**config.mk**
```make
export PLATFORM = sky130hd
export DESIGN_NAME = vario_beep_cadence_core
export DESIGN_NICKNAME = d
export VERILOG_FILES = /design/src/rtl/vbc_pkg.sv /design/src/rtl/vbc_cfg.sv /design/src/rtl/vbc_ctrl.sv /design/src/rtl/vbc_dp.sv /design/src/rtl/vario_beep_cadence_core.sv
export SDC_FILE = /design/constraint.sdc
export NUM_CORES = 1
export LEC_CHECK = 0
export BUFFER_PORTS_ARGS = -buffer_cell sky130_fd_sc_hd__buf_2
export CORE_MARGIN = 1.5
export CORE_UTILIZATION = 30
export CTS_BUF_LIST = sky130_fd_sc_hd__clkbuf_4 sky130_fd_sc_hd__clkbuf_8
export DETAILED_ROUTE_END_ITERATION = 12
export PLACE_DENSITY = 0.4
export SYNTH_ARGS = -nofsm -noshare
export SYNTH_HDL_FRONTEND = slang
export SYNTH_SLANG_ARGS = --single-unit
```
**constraint.sdc**
```tcl
create_clock -name clk_i -period 18.1 [get_ports clk_i]
set_clock_uncertainty 0.05 [all_clocks]
set_input_delay 0.905 -clock clk_i [delete_from_list [all_inputs] [get_ports clk_i]]
set_output_delay 0.905 -clock clk_i [all_outputs]
set_load 0.01 [all_outputs]
```
**src/rtl/vbc_pkg.sv**
```systemverilog
// shared types, constants and register codes for the beep cadence block
`default_nettype none
package vbc_pkg;

  localparam int unsigned ELAPSED_WIDTH_DEF = 16;
  localparam int unsigned SPEED_W  = 16;
  localparam int unsigned PERIOD_W = 16;
  localparam int unsigned CFG_IDX_W  = 3;
  localparam int unsigned CFG_DATA_W = 16;
  localparam int unsigned DIV_STEPS  = 16;

  typedef enum logic [CFG_IDX_W-1:0] {
    REG_VOLUME      = 3'd0,
    REG_SINK_EN     = 3'd1,
    REG_DEAD_LOW    = 3'd2,
    REG_CLIMB_EDGE  = 3'd3,
    REG_CLIMB_FULL  = 3'd4,
    REG_SLOW_PERIOD = 3'd5,
    REG_FAST_PERIOD = 3'd6,
    REG_SINK_HALF   = 3'd7
  } cfg_idx_e;

  localparam logic [4:0]          VOLUME_RST      = 5'd10;
  localparam logic                SINK_EN_RST     = 1'b0;
  localparam logic signed [13:0]  DEAD_LOW_RST    = -14'sd300;
  localparam logic [12:0]         CLIMB_EDGE_RST  = 13'd150;
  localparam logic [14:0]         CLIMB_FULL_RST  = 15'd3000;
  localparam logic [15:0]         SLOW_PERIOD_RST = 16'd1000;
  localparam logic [15:0]         FAST_PERIOD_RST = 16'd150;
  localparam logic [15:0]         SINK_HALF_RST   = 16'd500;

  typedef struct packed {
    logic [4:0]  volume;
    logic        sink_en;
    logic [13:0] dead_low;
    logic [12:0] climb_edge;
    logic [14:0] climb_full;
    logic [15:0] slow_period;
    logic [15:0] fast_period;
    logic [15:0] sink_half;
  } cfg_t;

  typedef struct packed {
    logic load;
    logic mul;
    logic div_load;
    logic div_step;
    logic commit;
  } cmd_t;

endpackage
`default_nettype wire

```
**src/rtl/vbc_cfg.sv**
```systemverilog
// configuration register bank
`default_nettype none
module vbc_cfg
  import vbc_pkg::*;
(
  input  wire logic                  clk_i,
  input  wire logic                  rst_ni,
  input  wire logic                  cfg_valid_i,
  output logic                       cfg_ready_o,
  input  wire logic [CFG_IDX_W-1:0]  cfg_index_i,
  input  wire logic [CFG_DATA_W-1:0] cfg_data_i,
  output cfg_t                       cfg_o
);

  cfg_t cfg_q;

  assign cfg_ready_o = 1'b1;
  assign cfg_o       = cfg_q;

  always_ff @(posedge clk_i or negedge rst_ni) begin
    if (!rst_ni) begin
      cfg_q.volume      <= VOLUME_RST;
      cfg_q.sink_en     <= SINK_EN_RST;
      cfg_q.dead_low    <= DEAD_LOW_RST;
      cfg_q.climb_edge  <= CLIMB_EDGE_RST;
      cfg_q.climb_full  <= CLIMB_FULL_RST;
      cfg_q.slow_period <= SLOW_PERIOD_RST;
      cfg_q.fast_period <= FAST_PERIOD_RST;
      cfg_q.sink_half   <= SINK_HALF_RST;
    end else if (cfg_valid_i) begin
      case (cfg_idx_e'(cfg_index_i))
        REG_VOLUME:      cfg_q.volume      <= cfg_data_i[4:0];
        REG_SINK_EN:     cfg_q.sink_en     <= cfg_data_i[0];
        REG_DEAD_LOW:    cfg_q.dead_low    <= cfg_data_i[13:0];
        REG_CLIMB_EDGE:  cfg_q.climb_edge  <= cfg_data_i[12:0];
        REG_CLIMB_FULL:  cfg_q.climb_full  <= cfg_data_i[14:0];
        REG_SLOW_PERIOD: cfg_q.slow_period <= cfg_data_i;
        REG_FAST_PERIOD: cfg_q.fast_period <= cfg_data_i;
        REG_SINK_HALF:   cfg_q.sink_half   <= cfg_data_i;
        default: ;
      endcase
    end
  end

endmodule
`default_nettype wire

```
**src/rtl/vbc_ctrl.sv**
```systemverilog
// sequencing controller for the beep cadence datapath
`default_nettype none
module vbc_ctrl
  import vbc_pkg::*;
(
  input  wire logic clk_i,
  input  wire logic rst_ni,
  input  wire logic in_valid_i,
  output logic      in_ready_o,
  output logic      out_valid_o,
  input  wire logic out_ready_i,
  output cmd_t      cmd_o
);

  localparam int unsigned CntW = $clog2(DIV_STEPS);

  typedef enum logic [4:0] {
    ST_IDLE   = 5'b00001,
    ST_MUL    = 5'b00010,
    ST_LOAD   = 5'b00100,
    ST_DIV    = 5'b01000,
    ST_COMMIT = 5'b10000
  } state_e;

  state_e          state_q, state_d;
  logic [CntW-1:0] cnt_q, cnt_d;
  logic            out_valid_q, out_valid_d;
  logic            commit;

  assign in_ready_o  = (state_q == ST_IDLE);
  assign out_valid_o = out_valid_q;
  assign commit      = (state_q == ST_COMMIT) && (!out_valid_q || out_ready_i);

  assign cmd_o.load     = in_valid_i && in_ready_o;
  assign cmd_o.mul      = (state_q == ST_MUL);
  assign cmd_o.div_load = (state_q == ST_LOAD);
  assign cmd_o.div_step = (state_q == ST_DIV);
  assign cmd_o.commit   = commit;

  always_comb begin
    state_d = state_q;
    cnt_d   = cnt_q;
    case (state_q)
      ST_IDLE: begin
        if (in_valid_i) state_d = ST_MUL;
      end
      ST_MUL: begin
        state_d = ST_LOAD;
      end
      ST_LOAD: begin
        cnt_d   = '0;
        state_d = ST_DIV;
      end
      ST_DIV: begin
        cnt_d = cnt_q + 1'b1;
        if (cnt_q == CntW'(DIV_STEPS - 1)) state_d = ST_COMMIT;
      end
      ST_COMMIT: begin
        if (commit) state_d = ST_IDLE;
      end
      default: state_d = ST_IDLE;
    endcase
  end

  always_comb begin
    out_valid_d = out_valid_q;
    if (out_valid_q && out_ready_i) out_valid_d = 1'b0;
    if (commit) out_valid_d = 1'b1;
  end

  always_ff @(posedge clk_i or negedge rst_ni) begin
    if (!rst_ni) begin
      state_q     <= ST_IDLE;
      cnt_q       <= '0;
      out_valid_q <= 1'b0;
    end else begin
      state_q     <= state_d;
      cnt_q       <= cnt_d;
      out_valid_q <= out_valid_d;
    end
  end

endmodule
`default_nettype wire

```
**src/rtl/vbc_dp.sv**
```systemverilog
// period interpolation, serial divider and beeper state
`default_nettype none
module vbc_dp
  import vbc_pkg::*;
#(
  parameter int unsigned ELAPSED_WIDTH = ELAPSED_WIDTH_DEF
) (
  input  wire logic                clk_i,
  input  wire logic                rst_ni,
  input  wire cfg_t                cfg_i,
  input  wire cmd_t                cmd_i,
  input  wire logic [SPEED_W-1:0]  vario_mms_i,
  input  wire logic                sample_invalid_i,
  output logic                     beeper_on_o
);

  localparam int unsigned CmpW = (ELAPSED_WIDTH > PERIOD_W) ? ELAPSED_WIDTH : PERIOD_W;

  logic signed [SPEED_W-1:0] v_q;
  logic [30:0]               prod_q;
  logic [14:0]               den_q;
  logic                      den_pos_q, d_neg_q;
  logic [14:0]               rem_q, rem_d;
  logic [15:0]               quo_q, quo_d;
  logic                      beep_q, beep_d;
  logic [ELAPSED_WIDTH-1:0]  el_q, el_d, el_inc;

  logic signed [16:0] den_w, num_w, d_w, d_abs_w;
  logic [14:0]        num_c;
  logic [31:0]        dividend;
  logic [16:0]        trial;
  logic [15:0]        period, on_ms, off_ms;
  logic signed [15:0] dl_ext, dh_ext;
  logic               in_dead, in_sink;
  logic [CmpW-1:0]    el_ext;

  // operand setup for the multiply
  always_comb begin
    den_w   = $signed({2'b00, cfg_i.climb_full}) - $signed({4'b0000, cfg_i.climb_edge});
    num_w   = $signed({v_q[15], v_q}) - $signed({4'b0000, cfg_i.climb_edge});
    d_w     = $signed({1'b0, cfg_i.slow_period}) - $signed({1'b0, cfg_i.fast_period});
    d_abs_w = d_w[16] ? -d_w : d_w;
    if (num_w[16]) begin
      num_c = '0;
    end else if (num_w > den_w) begin
      num_c = den_w[14:0];
    end else begin
      num_c = num_w[14:0];
    end
  end

  // ceiling for a shortening period, floor for a lengthening one
  assign dividend = d_neg_q ? {1'b0, prod_q}
                            : {1'b0, prod_q} + {17'd0, den_q} - 32'd1;

  assign trial = {1'b0, rem_q, quo_q[15]} - {2'b00, den_q};

  always_comb begin
    rem_d = rem_q;
    quo_d = quo_q;
    if (cmd_i.div_load) begin
      rem_d = dividend[30:16];
      quo_d = dividend[15:0];
    end else if (cmd_i.div_step) begin
      if (!trial[16]) begin
        rem_d = trial[14:0];
        quo_d = {quo_q[14:0], 1'b1};
      end else begin
        rem_d = {rem_q[13:0], quo_q[15]};
        quo_d = {quo_q[14:0], 1'b0};
      end
    end
  end

  always_comb begin
    if (!den_pos_q) begin
      period = cfg_i.fast_period;
    end else if (d_neg_q) begin
      period = cfg_i.slow_period + quo_q;
    end else begin
      period = cfg_i.slow_period - quo_q;
    end
    on_ms  = {1'b0, period[15:1]};
    off_ms = period - on_ms;
  end

  // beeper decision at commit
  always_comb begin
    el_inc  = (el_q == '1) ? el_q : el_q + 1'b1;
    el_ext  = CmpW'(el_inc);
    dl_ext  = $signed({{2{cfg_i.dead_low[13]}}, cfg_i.dead_low});
    dh_ext  = $signed({3'b000, cfg_i.climb_edge});
    in_sink = (v_q <= dl_ext);
    in_dead = (v_q > dl_ext) && (v_q < dh_ext);
    beep_d  = beep_q;
    el_d    = el_inc;
    if ((cfg_i.volume == '0) || in_dead) begin
      beep_d = 1'b0;
    end else if (in_sink) begin
      if (!cfg_i.sink_en) begin
        beep_d = 1'b0;
      end else if (el_ext >= CmpW'(cfg_i.sink_half)) begin
        beep_d = !beep_q;
        el_d   = '0;
      end
    end else if (beep_q) begin
      if (el_ext >= CmpW'(on_ms)) begin
        beep_d = 1'b0;
        el_d   = '0;
      end
    end else if (el_ext >= CmpW'(off_ms)) begin
      beep_d = 1'b1;
      el_d   = '0;
    end
  end

  always_ff @(posedge clk_i) begin
    if (cmd_i.load) begin
      v_q <= sample_invalid_i ? '0 : $signed(vario_mms_i);
    end
    if (cmd_i.mul) begin
      prod_q    <= {16'd0, num_c} * {15'd0, d_abs_w[15:0]};
      den_q     <= den_w[14:0];
      den_pos_q <= !den_w[16] && (den_w != '0);
      d_neg_q   <= d_w[16];
    end
    rem_q <= rem_d;
    quo_q <= quo_d;
  end

  always_ff @(posedge clk_i or negedge rst_ni) begin
    if (!rst_ni) begin
      beep_q <= 1'b0;
      el_q   <= '0;
    end else if (cmd_i.commit) begin
      beep_q <= beep_d;
      el_q   <= el_d;
    end
  end

  assign beeper_on_o = beep_q;

endmodule
`default_nettype wire

```
**src/rtl/vario_beep_cadence_core.sv**
```systemverilog
// flow: after an input word is accepted the controller steps through its states in order
// (1 multiply, 1 dividend load, 16 restoring divider steps, 1 commit); out_valid_o is registered at the commit
// a new word is taken only in idle, after the previous word is committed, and the commit
// waits while an earlier output word is still held back by out_ready_i
// reset: config returns to defaults, beeper low, elapsed count zero, no word pending
`default_nettype none
module vario_beep_cadence_core
  import vbc_pkg::*;
#(
  parameter int unsigned ELAPSED_WIDTH = ELAPSED_WIDTH_DEF
) (
  input  wire logic                  clk_i,
  input  wire logic                  rst_ni,
  input  wire logic                  in_valid_i,
  output logic                       in_ready_o,
  input  wire logic [SPEED_W-1:0]    vario_mms_i,
  input  wire logic                  sample_invalid_i,
  output logic                       out_valid_o,
  input  wire logic                  out_ready_i,
  output logic                       beeper_on_o,
  input  wire logic                  cfg_valid_i,
  output logic                       cfg_ready_o,
  input  wire logic [CFG_IDX_W-1:0]  cfg_index_i,
  input  wire logic [CFG_DATA_W-1:0] cfg_data_i
);

  cfg_t cfg;
  cmd_t cmd;

  vbc_cfg u_cfg (
    .clk_i       (clk_i),
    .rst_ni      (rst_ni),
    .cfg_valid_i (cfg_valid_i),
    .cfg_ready_o (cfg_ready_o),
    .cfg_index_i (cfg_index_i),
    .cfg_data_i  (cfg_data_i),
    .cfg_o       (cfg)
  );

  vbc_ctrl u_ctrl (
    .clk_i       (clk_i),
    .rst_ni      (rst_ni),
    .in_valid_i  (in_valid_i),
    .in_ready_o  (in_ready_o),
    .out_valid_o (out_valid_o),
    .out_ready_i (out_ready_i),
    .cmd_o       (cmd)
  );

  vbc_dp #(
    .ELAPSED_WIDTH (ELAPSED_WIDTH)
  ) u_dp (
    .clk_i            (clk_i),
    .rst_ni           (rst_ni),
    .cfg_i            (cfg),
    .cmd_i            (cmd),
    .vario_mms_i      (vario_mms_i),
    .sample_invalid_i (sample_invalid_i),
    .beeper_on_o      (beeper_on_o)
  );

endmodule
`default_nettype wire

```
==> impl_summary.log <==
[metrics] # H-tree levels: 2
[metrics] synthesis-stage register bit count: 218
[metrics] WS Path Type: reg2reg
[metrics] gr ovfl total: 0
[metrics] die extent in x: 293 um
[metrics] number of antenna violations at the first check in global routing: 6
[metrics] area of the die: 85,600 sq um
[metrics] post-synthesis cell type with the largest combined area: sky130_fd_sc_hd__ha_1
[metrics] Setup Total Neg Slack: 0 ps
[metrics] Final ANT Viol Nets: 0
[metrics] cts repair resizes: 0
[metrics] MaxCap Viol Count: 0
[metrics] number of top-level pins: 45
[metrics] clock insertion delay at the later pin of the skew report: 650 ps
[metrics] row count: 105
[metrics] worst slew margin relative to its limit: 0.259
[metrics] setup repair after global routing missed its margin: no
[metrics] Synth Cell Area: 25,100 sq um
[metrics] number of max-slew violations in the final report: 0
[metrics] number of enable-type register cells in the synthesized netlist: 95
[metrics] post-CTS setup-driven buffer insertion count: 0
[metrics] Worst Hold Class: in2async
[metrics] most frequent cells in the layout: 418 x sky130_fd_sc_hd__inv_1, 306 x sky130_fd_sc_hd__ha_1, 272 x sky130_fd_sc_hd__nor2_1
[metrics] share of layout cells above drive strength 1: 0.106
[metrics] pin count of the biggest net entering global routing: 65
[metrics] number of fill cells: 8,652
[metrics] highest clock frequency the design can meet: 85.6 MHz
[metrics] setup-violating endpoint count in the final report: 0
[metrics] critical register-to-register path endpoint: u_dp.prod_q[29]
[metrics] total wire length: 74.0 mm
[metrics] DR iter-0 viols: 920
[metrics] Net Count, Synth: 3,326
[metrics] peak per-stage delay on the critical path: 800 ps
[metrics] share of the synthesized area in the top cell type: 0.152
[metrics] reg2reg setup slack: 6410 ps
[metrics] number of global-route vias before repair: 19,900
[metrics] shortest period the worst path allows: 11,690 ps
[metrics] data required time of the worst path: 18,420 ps
[metrics] Max stage delay cell, worst path: sky130_fd_sc_hd__mux2i_2
[metrics] peak fanout along the critical path: 37
[metrics] Crit. End Element: register
[metrics] commonest non-fill, non-tap cell in the layout: sky130_fd_sc_hd__inv_1
[metrics] Post-DP HPWL: 60.4 mm
[metrics] final-report hold violation count: 0
[metrics] clock buffers created by TritonCTS: 46
[metrics] Post-Synthesis Cells: 2,792
[metrics] Syn Area/Cell: 9.01 sq um
[metrics] via/cell ratio: 4.89
[metrics] arrival time at the worst endpoint: 12,000 ps
[metrics] portion of the clock cycle consumed by the worst path in the final layout: 0.646
[metrics] synthesis warning total: 0
[metrics] reg-to-reg critical path startpoint: u_dp.v_q[0]
[metrics] beginning of the critical path: u_dp.v_q[0]
[metrics] # nets final: 3,363
[metrics] TritonCTS clock tree: yes
[metrics] async set-or-reset flop fraction in the synthesized netlist: 0.564
[metrics] # hold bufs at CTS: 0
[metrics] total via count in the routed design: 19,300
[metrics] Area Growth Syn to Fin: 9.61%
[metrics] Total GRT Usage: 0.175
[metrics] average wire per standard cell: 18.8 um
[metrics] Buffers on Ports: 43
[metrics] Clock Root Buffer: sky130_fd_sc_hd__clkbuf_8
[metrics] Pre-antenna DRT Iters: 5
[metrics] clock-pin slew on the worst setup and hold paths: 60 ps
[metrics] height of the die: 293 um
[metrics] dominant register cell in the synthesized netlist: sky130_fd_sc_hd__edfxtp_1
[metrics] number of clock sinks seen by CTS: 218
[metrics] slew at the pin closest to its max-slew limit: 1110 ps
[metrics] Setup crit start kind: register
[metrics] most used cell, CP: sky130_fd_sc_hd__inv_1
[metrics] Hold WS: 119 ps
[metrics] end of the critical path: u_dp.prod_q[29]
[metrics] Area contributors post-synth: sky130_fd_sc_hd__ha_1 15%, sky130_fd_sc_hd__fa_1 15%, sky130_fd_sc_hd__edfxtp_1 11%, sky130_fd_sc_hd__dfrtp_1 8.4%, sky130_fd_sc_hd__inv_1 6.2%
[metrics] remaining routing DRC violations: 0
[metrics] cell count of the worst reg-to-reg path: 41
[metrics] result of the run: finished, final reports clean
[metrics] maximum buffer depth of the clock tree: 3
[metrics] first-pass GRT wire length: 116 mm
[metrics] initial core utilization: 0.305
[metrics] fraction of the yosys area taken by sequential cells: 0.238
[metrics] final weighted congestion in routability-driven placement: 0.855
[metrics] Core Region: 82,500 sq um
[metrics] Synth cell types: 86
==> cells in the mapped netlist (all sizes together), types with 25 or more instances <==
library cell,count
a21o,77
a21oi,144
and2,34
buf,25
clkbuf,45
dfrtp,84
dfstp,39
edfxtp,95
fa,187
ha,306
inv,418
mux2,98
nand2,236
nand2b,44
nand3,37
nor2,273
nor2b,47
nor3,34
o21ai,128
xnor2,103
xor2,64
==> area by class of cell <==
| class | count | area [sq um] | share of cell area |
|---|---|---|---|
| sequential | 218 | 5980 | 0.217 |
| inverter | 419 | 1570 | 0.0571 |
| antenna | 1 | 2.50 | 0.0000908 |
| timing repair buffer | 59 | 338 | 0.0123 |
| clock inverter | 16 | 199 | 0.00722 |
| clock buffer | 67 | 835 | 0.0303 |
| tap | 1070 | 1340 | 0.0486 |
| multi-input combinational | 2085 | 17300 | 0.628 |
==> kinds of logic after synthesis <==
kind of cell,share of synthesized area
AND/OR/NAND/NOR,0.151
adder cells (fa/ha/maj),0.302
AO/OA/AOI/OAI,0.124
buffers and inverters,0.0751
flip-flops,0.238
XOR/XNOR,0.0585
multiplexers,0.0518
other,0.000149
==> worst max-delay path: cells and delay by family (launching register included) <==
| family | cells | cell delay, ps |
|---|---|---|
| xor+xnor | 1 | 80 |
| compound gates | 12 | 2860 |
| flops | 1 | 380 |
| fa+ha+maj | 10 | 4180 |
| mux | 1 | 800 |
| simple gates | 8 | 2170 |
| buf+inv | 9 | 920 |
==> state kept, by name (all words and copies together) (netlist names) <==
register,count
u_dp.v_q,16
u_cfg.cfg_o,96
u_dp.prod_q,31
u_dp.rem_q,15
u_ctrl.out_valid_o,1
u_dp.den_pos_q,1
u_dp.d_neg_q,1
u_ctrl.state_q,5
u_dp.den_q,15
u_dp.quo_q,16
u_dp.el_q,16
u_dp.beeper_on_o,1
u_ctrl.cnt_q,4
==> how the worst min path moves through the flow <==
stage	start	slack (ps)	end
floorplan	u_ctrl.cnt_q[3]	390	u_ctrl.cnt_q[3]
global placement	u_ctrl.cnt_q[3]	410	u_ctrl.cnt_q[3]
detailed placement	u_ctrl.cnt_q[3]	410	u_ctrl.cnt_q[3]
CTS	rst_ni	60	u_cfg.cfg_o[69]
global route	rst_ni	90	u_cfg.cfg_o[69]
finish	rst_ni	120	u_cfg.cfg_o[69]
==> through the flow <==
| stage | setup slack [ps] | util | area [sq um] | std cells |
|---|---|---|---|---|
| finish | 6410 | 0.334 | 27600 | 3935 |
| floorplan | 7770 | - | 25100 | 2792 |
| global route | 5580 | 0.334 | 27600 | 3935 |
| CTS | 6330 | 0.334 | 27600 | 3934 |
| detailed placement | 6360 | 0.322 | 26500 | 3851 |
| global placement | 6520 | 0.322 | 26500 | 3851 |
==> per-layer routing <==
layer,track usage,vias up,share of wire
met1,0.241,9431,0.48
met2,0.287,320,0.45
met3,0.0300,82,0.046
met5,0,-,0
met4,0.0385,0,0.018
li1,-,9428,-
Power is left out: the tool's default activity adds up to more than one toggle a clock period on the data nets, which glitch-free logic cannot reach.
